## src/rtl/bsoc_pkg.sv

```systemverilog
// shared constants, lookup tables and types for the battery state-of-charge interpolator
package bsoc_pkg;

	// converter and scale register
	localparam int ADC_BITS_DEF = 12;
	localparam int SCALE_W      = 17;
	localparam logic [SCALE_W-1:0] SCALE_RESET = 17'd68815;
	localparam int FRAC_BITS    = 16;

	// millivolt and percent fields
	localparam int MV_W  = 13;
	localparam logic [MV_W-1:0] MV_MAX = 13'd8191;
	localparam int PCT_W = 7;
	localparam logic [PCT_W-1:0] PCT_FULL  = 7'd100;
	localparam logic [PCT_W-1:0] PCT_EMPTY = 7'd0;

	// voltage / percent curve, descending
	localparam int TABLE_POINTS = 20;
	localparam int SEG_W        = 5;
	localparam logic [MV_W-1:0] LUT_MV [TABLE_POINTS] = '{
		13'd4200, 13'd4150, 13'd4110, 13'd4080, 13'd4040,
		13'd4000, 13'd3960, 13'd3920, 13'd3890, 13'd3850,
		13'd3820, 13'd3790, 13'd3770, 13'd3750, 13'd3730,
		13'd3700, 13'd3660, 13'd3580, 13'd3450, 13'd3200
	};

	// per segment k (between point k and k+1): low percent, percent step,
	// and ceil(2^RECIP_SHIFT / span) so the divide becomes a multiply
	localparam int DV_W        = 8;
	localparam int DP_W        = 4;
	localparam int NUM_W       = DP_W + DV_W;
	localparam int RC_W        = 16;
	localparam int RECIP_SHIFT = 20;
	localparam logic [PCT_W-1:0] SEG_PL [TABLE_POINTS] = '{
		7'd95, 7'd90, 7'd85, 7'd80, 7'd75, 7'd70, 7'd65, 7'd60, 7'd55, 7'd50,
		7'd45, 7'd40, 7'd35, 7'd30, 7'd25, 7'd20, 7'd15, 7'd10, 7'd0,  7'd0
	};
	localparam logic [DP_W-1:0] SEG_DP [TABLE_POINTS] = '{
		4'd5, 4'd5, 4'd5, 4'd5, 4'd5, 4'd5, 4'd5, 4'd5, 4'd5, 4'd5,
		4'd5, 4'd5, 4'd5, 4'd5, 4'd5, 4'd5, 4'd5, 4'd5, 4'd10, 4'd0
	};
	localparam logic [RC_W-1:0] SEG_RECIP [TABLE_POINTS] = '{
		16'd20972, 16'd26215, 16'd34953, 16'd26215, 16'd26215,
		16'd26215, 16'd26215, 16'd34953, 16'd26215, 16'd34953,
		16'd34953, 16'd52429, 16'd52429, 16'd52429, 16'd34953,
		16'd26215, 16'd13108, 16'd8066,  16'd4195,  16'd0
	};

	// item handed from the voltage stages to the interpolation stages
	typedef struct packed {
		logic [MV_W-1:0]         mv;
		logic [TABLE_POINTS-1:0] ge;        // mv >= point k
		logic                    at_floor;  // mv <= lowest point
	} map_in_t;

endpackage

```

## src/rtl/battery_soc_lut_interpolator_top.sv

```systemverilog
// top level of the battery state-of-charge lookup interpolator
//
// Each input transaction carries one raw converter sample; each output
// transaction carries the cell voltage in millivolts, (sample * scale_q16) >> 16
// saturated at 8191, and the charge percent read off a fixed 20-point
// voltage/percent curve: 100 at 4200 mV and above, 0 at 3200 mV and below,
// linear and truncated inside each segment. The block is a five-stage
// pipeline (scale multiply, saturate and compare against all curve points,
// segment select, step multiply, reciprocal multiply and output register)
// and takes one transaction per clock while the output is not stalled; the
// valid bit of each accepted sample passes through v_s1, v_s2, v_s3, v_s4
// and v_s5 in order, and v_s5 drives m_tvalid. Each stage holds its item under
// backpressure and fills bubbles on its own, so input is taken whenever the
// output register can drain. scale_q16 resets to 68815 (3.3 V reference,
// 4095 full scale, divider gain 1.303) and is written through the cfg
// channel, which is always ready; write it only while the pipeline is empty.
module battery_soc_lut_interpolator_top #(
	parameter int ADC_BITS = bsoc_pkg::ADC_BITS_DEF
) (
	input  logic                                clk,
	input  logic                                arst_n,
	// scale register write channel
	input  logic                                cfg_valid,
	output logic                                cfg_ready,
	input  logic [bsoc_pkg::SCALE_W-1:0]        cfg_data,    // scale_q16
	// sample input
	input  logic                                s_tvalid,
	output logic                                s_tready,
	input  logic [((ADC_BITS + 7) / 8) * 8-1:0] s_tdata,     // adc_sample, zero pad
	// result output
	output logic                                m_tvalid,
	input  logic                                m_tready,
	output logic [23:0]                         m_tdata      // charge_percent, cell_millivolts, zero pad
);

	localparam int PROD_W = ADC_BITS + bsoc_pkg::SCALE_W;
	localparam int UP_W   = PROD_W - bsoc_pkg::FRAC_BITS;
	localparam int OUT_W  = bsoc_pkg::PCT_W + bsoc_pkg::MV_W;

	logic [bsoc_pkg::SCALE_W-1:0] scale_q;

	logic                 v_s1, v_s2;
	logic                 rdy_s1, rdy_s2;
	logic [PROD_W-1:0]    prod_s1;
	bsoc_pkg::map_in_t    item_s2;
	bsoc_pkg::map_in_t    item_c;

	logic [UP_W-1:0]      mv_up;
	logic [31:0]          mv_wide;
	logic                 map_ready;
	logic [bsoc_pkg::PCT_W-1:0] pct;
	logic [bsoc_pkg::MV_W-1:0]  mv;

	// scale register, always ready
	assign cfg_ready = 1'b1;

	always_ff @(posedge clk or negedge arst_n) begin
		if (!arst_n) begin
			scale_q <= bsoc_pkg::SCALE_RESET;
		end else if (cfg_valid) begin
			scale_q <= cfg_data;
		end
	end

	// per-stage ready: a stage takes a new item when empty or draining
	assign rdy_s2   = !v_s2 || map_ready;
	assign rdy_s1   = !v_s1 || rdy_s2;
	assign s_tready = rdy_s1;

	// s2 logic: drop fraction, saturate, compare against every curve point
	always_comb begin
		mv_up   = prod_s1[PROD_W-1:bsoc_pkg::FRAC_BITS];
		mv_wide = 32'(mv_up);
		if (mv_wide > 32'(bsoc_pkg::MV_MAX)) begin
			item_c.mv = bsoc_pkg::MV_MAX;
		end else begin
			item_c.mv = mv_wide[bsoc_pkg::MV_W-1:0];
		end
		for (int k = 0; k < bsoc_pkg::TABLE_POINTS; k++) begin
			item_c.ge[k] = (item_c.mv >= bsoc_pkg::LUT_MV[k]);
		end
		item_c.at_floor = (item_c.mv <= bsoc_pkg::LUT_MV[bsoc_pkg::TABLE_POINTS-1]);
	end

	always_ff @(posedge clk or negedge arst_n) begin
		if (!arst_n) begin
			v_s1 <= 1'b0;
			v_s2 <= 1'b0;
		end else begin
			if (rdy_s1) v_s1 <= s_tvalid;
			if (rdy_s2) v_s2 <= v_s1;
		end
	end

	always_ff @(posedge clk) begin
		if (s_tvalid && rdy_s1) begin
			prod_s1 <= PROD_W'(s_tdata[ADC_BITS-1:0]) * PROD_W'(scale_q);
		end
		if (v_s1 && rdy_s2) begin
			item_s2 <= item_c;
		end
	end

	bsoc_interp u_interp (
		.clk       (clk),
		.arst_n    (arst_n),
		.in_valid  (v_s2),
		.in_ready  (map_ready),
		.in_item   (item_s2),
		.out_valid (m_tvalid),
		.out_ready (m_tready),
		.pct       (pct),
		.mv        (mv)
	);

	assign m_tdata = {(24 - OUT_W)'(0), mv, pct};

	// percent never leaves its range
	a_pct_range: assert property (@(posedge clk) disable iff (!arst_n)
		m_tvalid |-> (pct <= bsoc_pkg::PCT_FULL))
		else $error("charge percent above full");

	// top of curve saturates to full
	a_pct_full: assert property (@(posedge clk) disable iff (!arst_n)
		(m_tvalid && (mv >= bsoc_pkg::LUT_MV[0])) |-> (pct == bsoc_pkg::PCT_FULL))
		else $error("voltage above top point without full charge");

	// bottom of curve saturates to empty
	a_pct_empty: assert property (@(posedge clk) disable iff (!arst_n)
		(m_tvalid && (mv <= bsoc_pkg::LUT_MV[bsoc_pkg::TABLE_POINTS-1]))
		|-> (pct == bsoc_pkg::PCT_EMPTY))
		else $error("voltage below bottom point without empty charge");

	// an empty output register means the whole pipe can advance
	a_drain_ready: assert property (@(posedge clk) disable iff (!arst_n)
		!m_tvalid |-> s_tready)
		else $error("input stalled while output register empty");

	// an item left in the last stage under stall stays put
	a_hold_mv: assert property (@(posedge clk) disable iff (!arst_n)
		(m_tvalid && !m_tready) |=> (m_tvalid && $stable(mv) && $stable(pct)))
		else $error("stalled result changed");

endmodule

```

## src/rtl/bsoc_interp.sv

```systemverilog
// segment select and linear interpolation stages (s3..s5) with output register
module bsoc_interp (
	input  logic                         clk,
	input  logic                         arst_n,
	input  logic                         in_valid,
	output logic                         in_ready,
	input  bsoc_pkg::map_in_t            in_item,
	output logic                         out_valid,
	input  logic                         out_ready,
	output logic [bsoc_pkg::PCT_W-1:0]   pct,
	output logic [bsoc_pkg::MV_W-1:0]    mv
);

	localparam int PROD_W = bsoc_pkg::NUM_W + bsoc_pkg::RC_W;

	logic                          v_s3, v_s4, v_s5;
	logic                          rdy_s3, rdy_s4, rdy_s5;
	logic [bsoc_pkg::SEG_W-1:0]    seg_s3, seg_s4;
	logic [bsoc_pkg::DV_W-1:0]     dv_s3;
	logic [bsoc_pkg::NUM_W-1:0]    num_s4;
	logic [bsoc_pkg::MV_W-1:0]     mv_s3, mv_s4, mv_s5;
	logic                          hi_s3, hi_s4, lo_s3, lo_s4;
	logic [bsoc_pkg::PCT_W-1:0]    pct_s5;

	logic [bsoc_pkg::SEG_W-1:0]    seg_c;
	logic [bsoc_pkg::SEG_W-1:0]    lo_idx;
	logic [bsoc_pkg::MV_W-1:0]     dv_full;
	logic [PROD_W-1:0]             prod_c;
	logic [bsoc_pkg::PCT_W-1:0]    pct_c;

	assign rdy_s5   = !v_s5 || out_ready;
	assign rdy_s4   = !v_s4 || rdy_s5;
	assign rdy_s3   = !v_s3 || rdy_s4;
	assign in_ready = rdy_s3;

	// first segment from the top whose lower point is at or below mv
	always_comb begin
		seg_c = '0;
		for (int k = bsoc_pkg::TABLE_POINTS - 1; k >= 1; k--) begin
			if (in_item.ge[k]) begin
				seg_c = bsoc_pkg::SEG_W'(k - 1);
			end
		end
		lo_idx  = seg_c + bsoc_pkg::SEG_W'(1);
		dv_full = in_item.mv - bsoc_pkg::LUT_MV[lo_idx];
	end

	always_comb begin
		prod_c = PROD_W'(num_s4) * PROD_W'(bsoc_pkg::SEG_RECIP[seg_s4]);
		if (hi_s4) begin
			pct_c = bsoc_pkg::PCT_FULL;
		end else if (lo_s4) begin
			pct_c = bsoc_pkg::PCT_EMPTY;
		end else begin
			pct_c = bsoc_pkg::SEG_PL[seg_s4]
				+ prod_c[bsoc_pkg::RECIP_SHIFT +: bsoc_pkg::PCT_W];
		end
	end

	always_ff @(posedge clk or negedge arst_n) begin
		if (!arst_n) begin
			v_s3 <= 1'b0;
			v_s4 <= 1'b0;
			v_s5 <= 1'b0;
		end else begin
			if (rdy_s3) v_s3 <= in_valid;
			if (rdy_s4) v_s4 <= v_s3;
			if (rdy_s5) v_s5 <= v_s4;
		end
	end

	always_ff @(posedge clk) begin
		if (in_valid && rdy_s3) begin
			seg_s3 <= seg_c;
			dv_s3  <= dv_full[bsoc_pkg::DV_W-1:0];
			mv_s3  <= in_item.mv;
			hi_s3  <= in_item.ge[0];
			lo_s3  <= in_item.at_floor;
		end
		if (v_s3 && rdy_s4) begin
			num_s4 <= bsoc_pkg::NUM_W'(bsoc_pkg::SEG_DP[seg_s3]) * bsoc_pkg::NUM_W'(dv_s3);
			seg_s4 <= seg_s3;
			mv_s4  <= mv_s3;
			hi_s4  <= hi_s3;
			lo_s4  <= lo_s3;
		end
		if (v_s4 && rdy_s5) begin
			pct_s5 <= pct_c;
			mv_s5  <= mv_s4;
		end
	end

	assign out_valid = v_s5;
	assign pct       = pct_s5;
	assign mv        = mv_s5;

endmodule

```

## config.mk

```make
export PLATFORM = sky130hd
export DESIGN_NAME = battery_soc_lut_interpolator_top
export DESIGN_NICKNAME = d
export VERILOG_FILES = /design/src/rtl/bsoc_pkg.sv /design/src/rtl/battery_soc_lut_interpolator_top.sv /design/src/rtl/bsoc_interp.sv
export SDC_FILE = /design/constraint.sdc
export NUM_CORES = 1
export LEC_CHECK = 0
export ABC_AREA = 1
export CORE_UTILIZATION = 55
export DETAILED_ROUTE_END_ITERATION = 8
export DONT_BUFFER_PORTS = 1
export GPL_ROUTABILITY_DRIVEN = 0
export GPL_TIMING_DRIVEN = 0
export PLACE_DENSITY_LB_ADDON = 0.12
export SYNTH_ARGS = -nofsm -noshare
export SYNTH_HDL_FRONTEND = slang
export SYNTH_SLANG_ARGS = --single-unit
```

## constraint.sdc

```tcl
create_clock -name clk -period 8.3 [get_ports clk]
set_input_delay 1.66 -clock clk [delete_from_list [all_inputs] [get_ports clk]]
set_output_delay 1.66 -clock clk [all_outputs]
set_load 0.05 [all_outputs]
```

* After elaboration in Yosys (flattened, before gate mapping)
Memory sizes are Yosys's and may differ from the RTL's.
Index checks and enable logic that the tools add are counted.
W data, S select, Z words.
** Storage, ports and cells
- Flip-flop bits (word level) :: 165
- Input bits :: 38
- Output and inout port bits :: 27
- Bits in read-only memories :: 1280
- Logic and storage cells :: 104
- Memories kept :: 4
** Operators by class
- Add/sub/neg operators :: 3
- Reductions and logical operators :: 16
- Multiply operators :: 3
- Order comparisons :: 24
- Mux-type cells :: 28
- Bitwise logic cells :: 3
** Memories
- (no name shown) :: depth 32, bits a word 16, read ports 1, clocked after Yosys merged registers in 0, wr ports 0, line bsoc_interp.sv:49 : prod_c = PROD_W'(num_s4) * PROD_W'(bsoc_pkg::SEG_RECIP[seg_s4]);
- (no name shown) :: depth 32, bits a word 13, read ports 1, clocked after Yosys merged registers in 0, wr ports 0, line bsoc_interp.sv:45 : dv_full = in_item.mv - bsoc_pkg::LUT_MV[lo_idx];
- (no name shown) :: depth 32, bits a word 7, read ports 1, clocked after Yosys merged registers in 0, wr ports 0, line bsoc_interp.sv:55 : pct_c = bsoc_pkg::SEG_PL[seg_s4]
- (no name shown) :: depth 32, bits a word 4, read ports 1, clocked after Yosys merged registers in 0, wr ports 0, line bsoc_interp.sv:81 : num_s4 <= bsoc_pkg::NUM_W'(bsoc_pkg::SEG_DP[seg_s3]) * bsoc_pkg::NUM_W'(dv_s3);
** Operators by type and width (number)
- $ge A13 B12 Y1 const B :: 17
- $mux W5 :: 19
- $ge A13 B13 Y1 const B :: 3
- $mux W16 :: 2
- $mul A12 B17 Y29 :: 1
- $mul A12 B16 Y27 :: 1
- $mux W7 :: 3
- $ge A6 B6 Y1 const B :: 3
- $not A5 Y6 :: 3
- $mux W8 :: 2
- $le A13 B12 Y1 const B :: 1
- $mul A4 B8 Y12 :: 1
- $mux W4 :: 2
- $sub A8 B8 Y8 :: 1
- $add A7 B7 Y7 :: 1
- $add A5 B1 Y5 const B :: 1
- $logic_and A1 B1 Y1 :: 5
- $logic_not A1 Y1 :: 5
- $logic_or A1 B1 Y1 :: 5
- $reduce_or A2 Y1 :: 1

* Logic depth before layout (Yosys ltp)
Gate-level depths: netlist of run 1.
- Depth in word-level cells :: 25
- Depth in mapped cells :: 44

* Modules after synthesis
From an unflattened synthesis of run 1, not the netlist that was laid out.
** Unflattened totals
- Cell total of the unflattened synthesis :: 2341
- Area, all modules :: 19926.6 um^2
** By module, submodules not included
- bsoc_interp :: times used 1, area each 10578.9 um^2, sequential area each 2447.3 um^2, cells an instance 1227
- battery_soc_lut_interpolator_top :: times used 1, area each 9347.7 um^2, sequential area each 1898.1 um^2, cells an instance 1114

* Worst setup path after synthesis of run 1
No wires, ideal clock.
- Path kind :: register to register
- From :: register u_interp.seg_s4[0] (netlist name)
- To :: register u_interp.pct_s5, in the netlist u_interp.pct[6] (data pin)
- Stages on the path, launching flop included :: 41
- Data required time :: 8.043 ns
- Path slack :: 0.716 ns
- Clock period less this slack :: 7.584 ns
- Buffers on the path :: 0
- Arrival time :: 7.327 ns
- Path through :: edfxtp_1 > inv_1 > ha_1 > inv_1 > nor2_4 > o22ai_1 > nand2_1 > clkinv_1 > nor2_1 > clkinv_1 > nand2_1 > fa_1 > inv_1 > fa_1 > inv_1 > fa_1 > inv_1 > fa_1 > [5 not listed] > nor3_2 > inv_1 > nor3_2 > nand4_1 > or3_1 > nand2_2 > xor2_1 > fa_1 > o31ai_1 > inv_1 > nor2_1 > o21a_1 > nor2_1 > xnor2_1 > xor2_1 > nand2_1 > nand2_1 > o21ai_1
** On the way
- Longest elaborated chain between the ends :: 7
- Elaborated cells on any way between the ends :: 10
- Classes of those cells :: 1 x add/sub; 1 x mul; 5 x mux; 1 x bitwise; 2 x memory
** Ends and longest elaborated chain
- from (decl) :: line bsoc_interp.sv:18 : logic [bsoc_pkg::SEG_W-1:0] seg_s3, seg_s4;
- from (signal assigned) :: line bsoc_interp.sv:82 : seg_s4 <= seg_s3;
- $not A5 Y6 (not written as such) (*) :: line bsoc_interp.sv:49, bsoc_interp.sv:55
- $mem_v2 Z32 W16
- $mux W16 (not written as such) (2 in a row) :: line bsoc_interp.sv:49
- $mul A12 B16 Y27 :: line bsoc_interp.sv:49
- $add A7 B7 Y7 (*) :: line bsoc_interp.sv:56 : + prod_c[bsoc_pkg::RECIP_SHIFT +: bsoc_pkg::PCT_W];
- $mux W7 (*) :: line bsoc_interp.sv:52 : end else if (lo_s4) begin
- to (signal assigned) :: line bsoc_interp.sv:88 : pct_s5 <= pct_c;
- to (decl) :: line bsoc_interp.sv:23 : logic [bsoc_pkg::PCT_W-1:0] pct_s5;
Every way passes the cells marked *; elsewhere a longest branch is shown, timed or not. The select of a mux whose other input is x is not followed.
A chain may end at the register's enable or synchronous reset.

* Worst setup path in the final report of run 1
Ends and elaborated chain as after synthesis.

==> results.md, run 1 <==
* Fin nets at ~2800
* Post-synth EDFFs at about 130
* Gr ovfl total at 0
* Fmax at 124 MHz
* Vias at roughly 14000
* Hold EP: u_interp.mv_s3[11]
* Critical Path AT at just over 8 ns
* Die W at roughly 190 um
* Filler cells at ~3000
* Post-layout util at 0.613
* Yosys cell types at 55
* Worst-margin pin slew at about 1.1 ns
* Clock Pin Slew Worst Setup and Hold Paths at approximately 0.07 ns
* CTS tree: yes
* Num CTS Buffers at 17
* Critical-path top delay cell: fa_1
* Reg2reg start: u_interp.seg_s4[0]
* Layout cells sized above 1 at 0.0901
* #FFs+latches synth at ~150
* DR WL met2 at around 23 mm
* Worst setup SP type: register
* Drt via density at roughly 5.3
* Worst path bufs/invs at 7
* Yosys synthesis warning count at 0
* Most common cell after layout, fill and taps aside: inv_1
* Most frequent cells in the layout: 519 x inv_1, 480 x nand2_1, 297 x fa_1
* Largest net degree at the start of global routing at 35
* HPWL Detailed at ~36 mm
* Worst-case reg-to-reg path depth at 40
* First-pass GRT wire length at 73.7 mm
* DRT met1 WL at 18.8 mm
* Tmin final at 8.06 ns
* Post-route clock period utilization at 0.970
* Post-CTS Hold Fix Bufs at 0
* Starting density of the core at 0.558
* Crit. End Element: register
* I/O Buffers at 0
* R2R Path End: u_interp.pct[6]
* Initial DRT Pass Iterations at 6
* Area leader, netlist: fa_1
* IO Pins at 65
* Total track usage at 0.263
* Hold_sp: item_s2[32]
* Worst Hold Depth at 0
* Vias in the first global route at between 10000 and 15000
* Uppermost layer routed: met4
* Iter 0 DRT Violations at a little over 900
* Clk root buf: clkbuf_16
* Antenna cells at 0
* Synth Flop Type: edfxtp_1
* Fin Setup TNS at 0 ns
* Worst-Skew Late Latency at between 0.4 and 0.5 ns
* Antenna violations before repair at 0
* Worst hold path class: register to register
* WL final at roughly 45 mm
* Max Cap Viol at 0
* Die Ht at approximately 190 um
* WL per Instance at roughly 17 um
* Core ar. at 34500 um^2
* CTS Buffer Depth at 2
* Max_slew headroom at 0.235
* WL met3 at ~2.6 mm
* H-tree Lvls at 4
* Crit Path Class: register to register
* Setup-failing EPs final at 0
* Area growth, synth to finish at 9.80%
* Clk sinks at between 100 and 150
* R2r setup slk at around 0.24 ns
* Post-route DRC violation count at 0
* Syn Inst Count at approximately 2200
* Slew Viols, Final at 0
* Register area share after synthesis at 0.225
* Top post-synthesis cells by area: fa_1 31%, edfxtp_1 20%, ha_1 11%
* Async S/R FF share, synth at 0.149
* Crit path top cell by count: nand2_1
* Worst Path Max Fanout at 5
* Outcome: finished clean
* Final hold violations at 0
* Final Skew at around 0.0087 ns
* DIE AREA at about 36000 um^2
* Top cell type's share of synthesized area at 0.312
* Row cnt at just under 70
* Syn avg cell area at between 8 and 9 um^2
* CP peak stage delay at 0.56 ns
* Cell family with most CP delay: adder cells
* Detail Route Antenna Nets at 0
* WP data required at between 8 and 9 ns
* Mapped Area at 19300 um^2
## cell usage after synthesis (all sizes together) (13+ instances only)
| cell type | count |
|---|---|
| nor2 | 155 |
| mux2 | 17 |
| nand3 | 40 |
| xor2 | 36 |
| nor3 | 18 |
| inv | 533 |
| fa | 301 |
| clkbuf | 58 |
| nand2 | 498 |
| ha | 163 |
| o21ai | 56 |
| a21oi | 60 |
| edfxtp | 126 |
| dfrtp | 13 |
## kinds of logic (layout without fill, tap and decap cells)
group	count (synthesis)	after routing	share of synthesized area
simple gates	733	733	0.152
buf+inv	615	693	0.122
fa+ha+maj	464	464	0.418
compound gates	169	169	0.0526
flops	148	148	0.225
xor+xnor	45	45	0.0204
mux	17	17	0.00993
other cells	2	5	0.000389
## metrics by stage
step	cells	worst slack, ns	hold WS (ns)	area, um^2
after global placement	2651	-0.689	0.402	19900
final	2729	0.245	0.418	21200
after CTS	2692	0.00729	0.418	20600
after floorplan	2196	0.716	0.400	19300
after detailed placement	2652	-0.739	0.405	19900
after global routing	2729	-0.0708	0.423	21200
## area by class of cell
| type | instances | area, um^2 | area share |
|---|---|---|---|
| plain buffers | 67 | 285 | 0.0135 |
| clock buffers | 17 | 425 | 0.0201 |
| clock inverters | 14 | 159 | 0.00750 |
| inverters | 545 | 2090 | 0.0988 |
| multi-input cells | 1433 | 12900 | 0.609 |
| flip-flops and latches | 148 | 4350 | 0.205 |
| well taps | 455 | 569 | 0.0269 |
| repair buffers | 50 | 407 | 0.0192 |
## worst max-delay path by stage
| stage | from | endpoint | slack (ns) | cells after the start |
|---|---|---|---|---|
| after floorplan | u_interp.seg_s4[0] | u_interp.pct[6] | 0.72 | 40 |
| after global placement | u_interp.seg_s4[0] | u_interp.pct[6] | -0.69 | 37 |
| after detailed placement | u_interp.seg_s4[0] | u_interp.pct[6] | -0.74 | 37 |
| after CTS | u_interp.seg_s4[0] | u_interp.pct[6] | 0.007 | 35 |
| after global routing | u_interp.seg_s4[0] | u_interp.pct[6] | -0.07 | 42 |
| final | u_interp.seg_s4[0] | u_interp.pct[6] | 0.24 | 40 |
## repair_timing
| item | CTS | global route |
|---|---|---|
| gates resized for setup | 12 | 84 |
| setup buffers | 10 | 38 |
| setup endpoints to repair | 4 | 2 |
| pin swaps | 0 | 37 |
## per-layer routing
metal / GRT usage / vias up
li1: - / 6764
met1: 0.333 / 7112
met2: 0.466 / 460
met3: 0.0443 / 90
met4: 0.0692 / 0
met5: 0 / -
## state kept, by name (all words and copies together) (netlist names)
| name | flops |
|---|---|
| u_interp.hi_s4 | 1 |
| u_interp.mv | 13 |
| v_s2 | 1 |
| u_interp.hi_s3 | 1 |
| u_interp.lo_s3 | 1 |
| u_interp.mv_s3 | 13 |
| u_interp.out_valid | 1 |
| u_interp.dv_s3 | 7 |
| scale_q | 17 |
| v_s1 | 1 |
| u_interp.v_s4 | 1 |
| u_interp.seg_s3 | 5 |
| u_interp.num_s4 | 12 |
| u_interp.v_s3 | 1 |
| item_s2 | 34 |
| u_interp.seg_s4 | 5 |
| u_interp.mv_s4 | 13 |
| prod_s1 | 13 |
| u_interp.pct | 7 |
| u_interp.lo_s4 | 1 |
## worst reg2reg max path, delay by kind of cell, from the launching register on
kind,cells,cell delay (ns)
buf+inv,7,0.59
xor+xnor,3,0.52
flops,1,0.50
fa+ha+maj,8,3.59
simple gates,15,1.42
compound gates,7,1.17
Power of run 1 is not shown: default switching activity piles up to over one toggle a cycle in this logic, so the estimate is an artifact.
==> run 2, diff against run 1 <==
--- a/config.mk
+++ b/config.mk
@@ -7,11 +7,13 @@
 export LEC_CHECK = 0
 export ABC_AREA = 1
 export CORE_UTILIZATION = 55
+export CTS_CLUSTER_DIAMETER = 80
 export DETAILED_ROUTE_END_ITERATION = 8
 export DONT_BUFFER_PORTS = 1
 export GPL_ROUTABILITY_DRIVEN = 0
-export GPL_TIMING_DRIVEN = 0
+export GPL_TIMING_DRIVEN = 1
 export PLACE_DENSITY_LB_ADDON = 0.12
 export SYNTH_ARGS = -nofsm -noshare
 export SYNTH_HDL_FRONTEND = slang
+export SYNTH_HIERARCHICAL = 1
 export SYNTH_SLANG_ARGS = --single-unit
==> results.md, run 2 <==
* Clk sinks at 148 (unchanged)
* Worst hold path class: register to register
* Die W at 192 um (+1.6%)
* Yosys cell types at 63 (+15%)
* Vias at 14854 (+3.0%)
* Final Skew at 0.0224 ns (+0.0137 ns)
* Crit. End Element: register
* Top post-synthesis cells by area: fa_1 30%, edfxtp_1 19%, nand2_1 11%
* Yosys synthesis warning count at 6 (+6)
* Synth Area in Simple Gates at 0.176 (+0.0243)
* Final hold violations at 0 (unchanged)
* Max Cap Viol at 0 (unchanged)
* Worst setup SP type: register
* Crit path from: u_interp/seg_s4[0]
* Area leader, netlist: fa_1
* Mapped Area at 19900 um^2 (+3.3%)
* Clock Pin Slew Worst Setup and Hold Paths at 0.08 ns (about the same)
* First-pass GRT wire length at 74.2 mm (+0.62%)
* Async S/R FF share, synth at 0.149 (unchanged)
* IO Pins at 65 (unchanged)
* Fin nets at 2826 (+2.2%)
* Most frequent cells in the layout: 557 x nand2_1, 556 x inv_1, 301 x fa_1
* Clk root buf: clkbuf_16
* CP peak stage delay at 0.54 ns (-0.02 ns)
* Largest net degree at the start of global routing at 35 (unchanged)
* I/O Buffers at 0 (unchanged)
* Critical Path AT at 8.03 ns (-0.20 ns)
* Antenna cells at 0 (unchanged)
* Starting density of the core at 0.560 (+0.00187)
* Gr ovfl total at 0 (unchanged)
* CP endpoint: u_interp/pct[6]
* Max_slew headroom at 0.255 (+0.0203)
* Antenna violations before repair at 0 (unchanged)
* Synth Flop Type: edfxtp_1
* Iter 0 DRT Violations at 928 (+0.65%)
* Critical-path top delay cell: fa_1
* HPWL Detailed at 35.9 mm (-1.5%)
* Post-CTS Hold Fix Bufs at 0 (unchanged)
* CTS tree: yes
* Worst-margin pin slew at 1.12 ns (-0.0304 ns)
* Worst-Skew Late Latency at 0.44 ns (about the same)
* H-tree Lvls at 4 (unchanged)
* Post-Synth Adder-Cell Area at 0.406 (-0.0122)
* Drt via density at 5.31 (+0.50%)
* Synth Area in Compound Gates at 0.0510 (-0.00156)
* Initial DRT Pass Iterations at 6 (unchanged)
* XOR/XNOR Fraction of Synth Area at 0.0132 (-0.00725)
* Top cell type's share of synthesized area at 0.302 (-0.0100)
* Outcome: finished clean
* Syn Inst Count at 2341 (+6.7%)
* Mux share of post-synthesis cell area at 0.00961 (-0.000318)
* Num CTS Buffers at 17 (unchanged)
* Post-route DRC violation count at 0 (unchanged)
* Die Ht at 192 um (+1.6%)
* WL per Instance at 15.9 um (-3.5%)
* CTS Buffer Depth at 2 (unchanged)
* Top post-synthesis cells by count: 559 x nand2_1, 557 x inv_1, 301 x fa_1
* #FFs+latches synth at 148 (unchanged)
* Area growth, synth to finish at 5.77%
* Crit Path Class: register to register
* WL final at 44.6 mm (-1.2%)
* Tmin final at 7.84 ns (-0.211 ns)
* Worst-case reg-to-reg path depth at 38 (-5.0%)
* Layout cells sized above 1 at 0.0668 (-0.0233)
* Biggest register: item_s2
* Most common cell after layout, fill and taps aside: nand2_1
* Total track usage at 0.257 (-0.00561)
* Post-synth EDFFs at 126 (unchanged)
* DIE AREA at 37000 um^2 (+3.3%)
* Detail Route Antenna Nets at 0 (unchanged)
* Largest registers: item_s2: 34 flops, scale_q: 17 flops
* Slew Viols, Final at 0 (unchanged)
* Vias in the first global route at 15358 (+3.0%)
* WP data required at 8.48 ns (about the same)
* Register area share after synthesis at 0.218 (-0.00723)
* Post-route clock period utilization at 0.945 (-0.0254)
* Reg2reg start: u_interp/seg_s4[0]
* Worst Path Max Fanout at 10 (+5)
* Largest family of logic cells by synthesized area: adder cells
* R2r setup slk at 0.46 ns (+0.21 ns)
* Row cnt at 69 (+1.5%)
* Max reg flops at 34 (unchanged)
* Cell area after layout at 21100 um^2 (-0.47%)
* Setup-failing EPs final at 0 (unchanged)
* Placement Cell Area at 20400 um^2 (+2.3%)
* Fmax at 127 MHz (+2.7%)
* Core ar. at 35600 um^2 (+3.0%)
* Most common cell in the netlist: nand2_1
* Syn avg cell area at 8.51 um^2 (-3.2%)
* R2R Path End: u_interp/pct[6]
==> run 2: cell count changes after synthesis, sizes merged, moves of 4 or more <==
cell / delta
buf: +4
clkinv: -4
a21o: +4
clkbuf: -6
inv: +44
xor2: -13
a21oi: +16
nor2: +12
nand4: +6
nand2: +74
nand3: +18
==> run 2: logic make-up (layout without fill, tap and decap cells) <==
family / after synthesis / after routing
AO/OA/AOI/OAI: 173 / 173
XOR/XNOR: 30 / 30
adder cells (fa/ha/maj): 466 / 466
buffers and inverters: 653 / 644
flip-flops: 148 / 148
multiplexers: 17 / 17
other: 2 / 5
AND/OR/NAND/NOR: 852 / 852
==> run 2: cell type report <==
cell class | count | area, um^2
clock inverters | 14 | 164
well taps | 461 | 577
fillers | 3136 | 14500
repair buffers | 27 | 215
clock buffers | 18 | 429
multi-input cells | 1543 | 13100
inverters | 585 | 2210
flip-flops and latches | 148 | 4350
==> run 2: stage by stage <==
stage | std cells | setup WS [ns] | util | hold WS (ns) | TNS (ns)
2_1_floorplan | 2344 | 0.819 | - | 0.400 | 0
3_3_place_gp | 2755 | 0.373 | 0.572 | 0.400 | 0
3_5_place_dp | 2755 | 0.262 | 0.572 | 0.405 | 0
4_1_cts | 2787 | 0.254 | 0.589 | 0.405 | 0
5_1_grt | 2796 | -0.00386 | 0.593 | 0.422 | -0.00386
6_report | 2796 | 0.456 | 0.593 | 0.404 | 0
==> run 2: worst min path at each step <==
stage          slack, ns                  to         startpoint  cells after the start
2_1_floorplan       0.40   u_interp/dv_s3[0]        item_s2[21]                      0
3_3_place_gp        0.40   u_interp/mv_s4[8]  u_interp/mv_s3[8]                      0
3_5_place_dp        0.40  u_interp/mv_s3[10]        item_s2[31]                      0
4_1_cts             0.40   u_interp/dv_s3[0]        item_s2[21]                      0
5_1_grt             0.42   u_interp/dv_s3[0]        item_s2[21]                      0
6_report            0.40   u_interp/dv_s3[0]        item_s2[21]                      0
==> run 2: critical path: cells and delay by family (launching register included) <==
kind,cells,cell delay [ns]
compound gates,7,1.32
xor+xnor,1,0.19
fa+ha+maj,8,3.60
buf+inv,7,0.63
flops,1,0.47
simple gates,15,1.37
==> run 2: metal layers <==
metal	up-vias	part of all wire	global-route usage
met4	0	0.025	0.0809
met1	7332	0.42	0.320
met3	74	0.049	0.0351
met2	434	0.51	0.462
li1	7014	-	-
met5	-	0	0
==> run 2: what timing repair did <==
action | 4_1_cts | 5_1_grt
resized for setup | 0 | 14
buffers inserted | 0 | 9
endpoints found under the setup margin | 0 | 2
Power of run 2 is left out for the same reason.
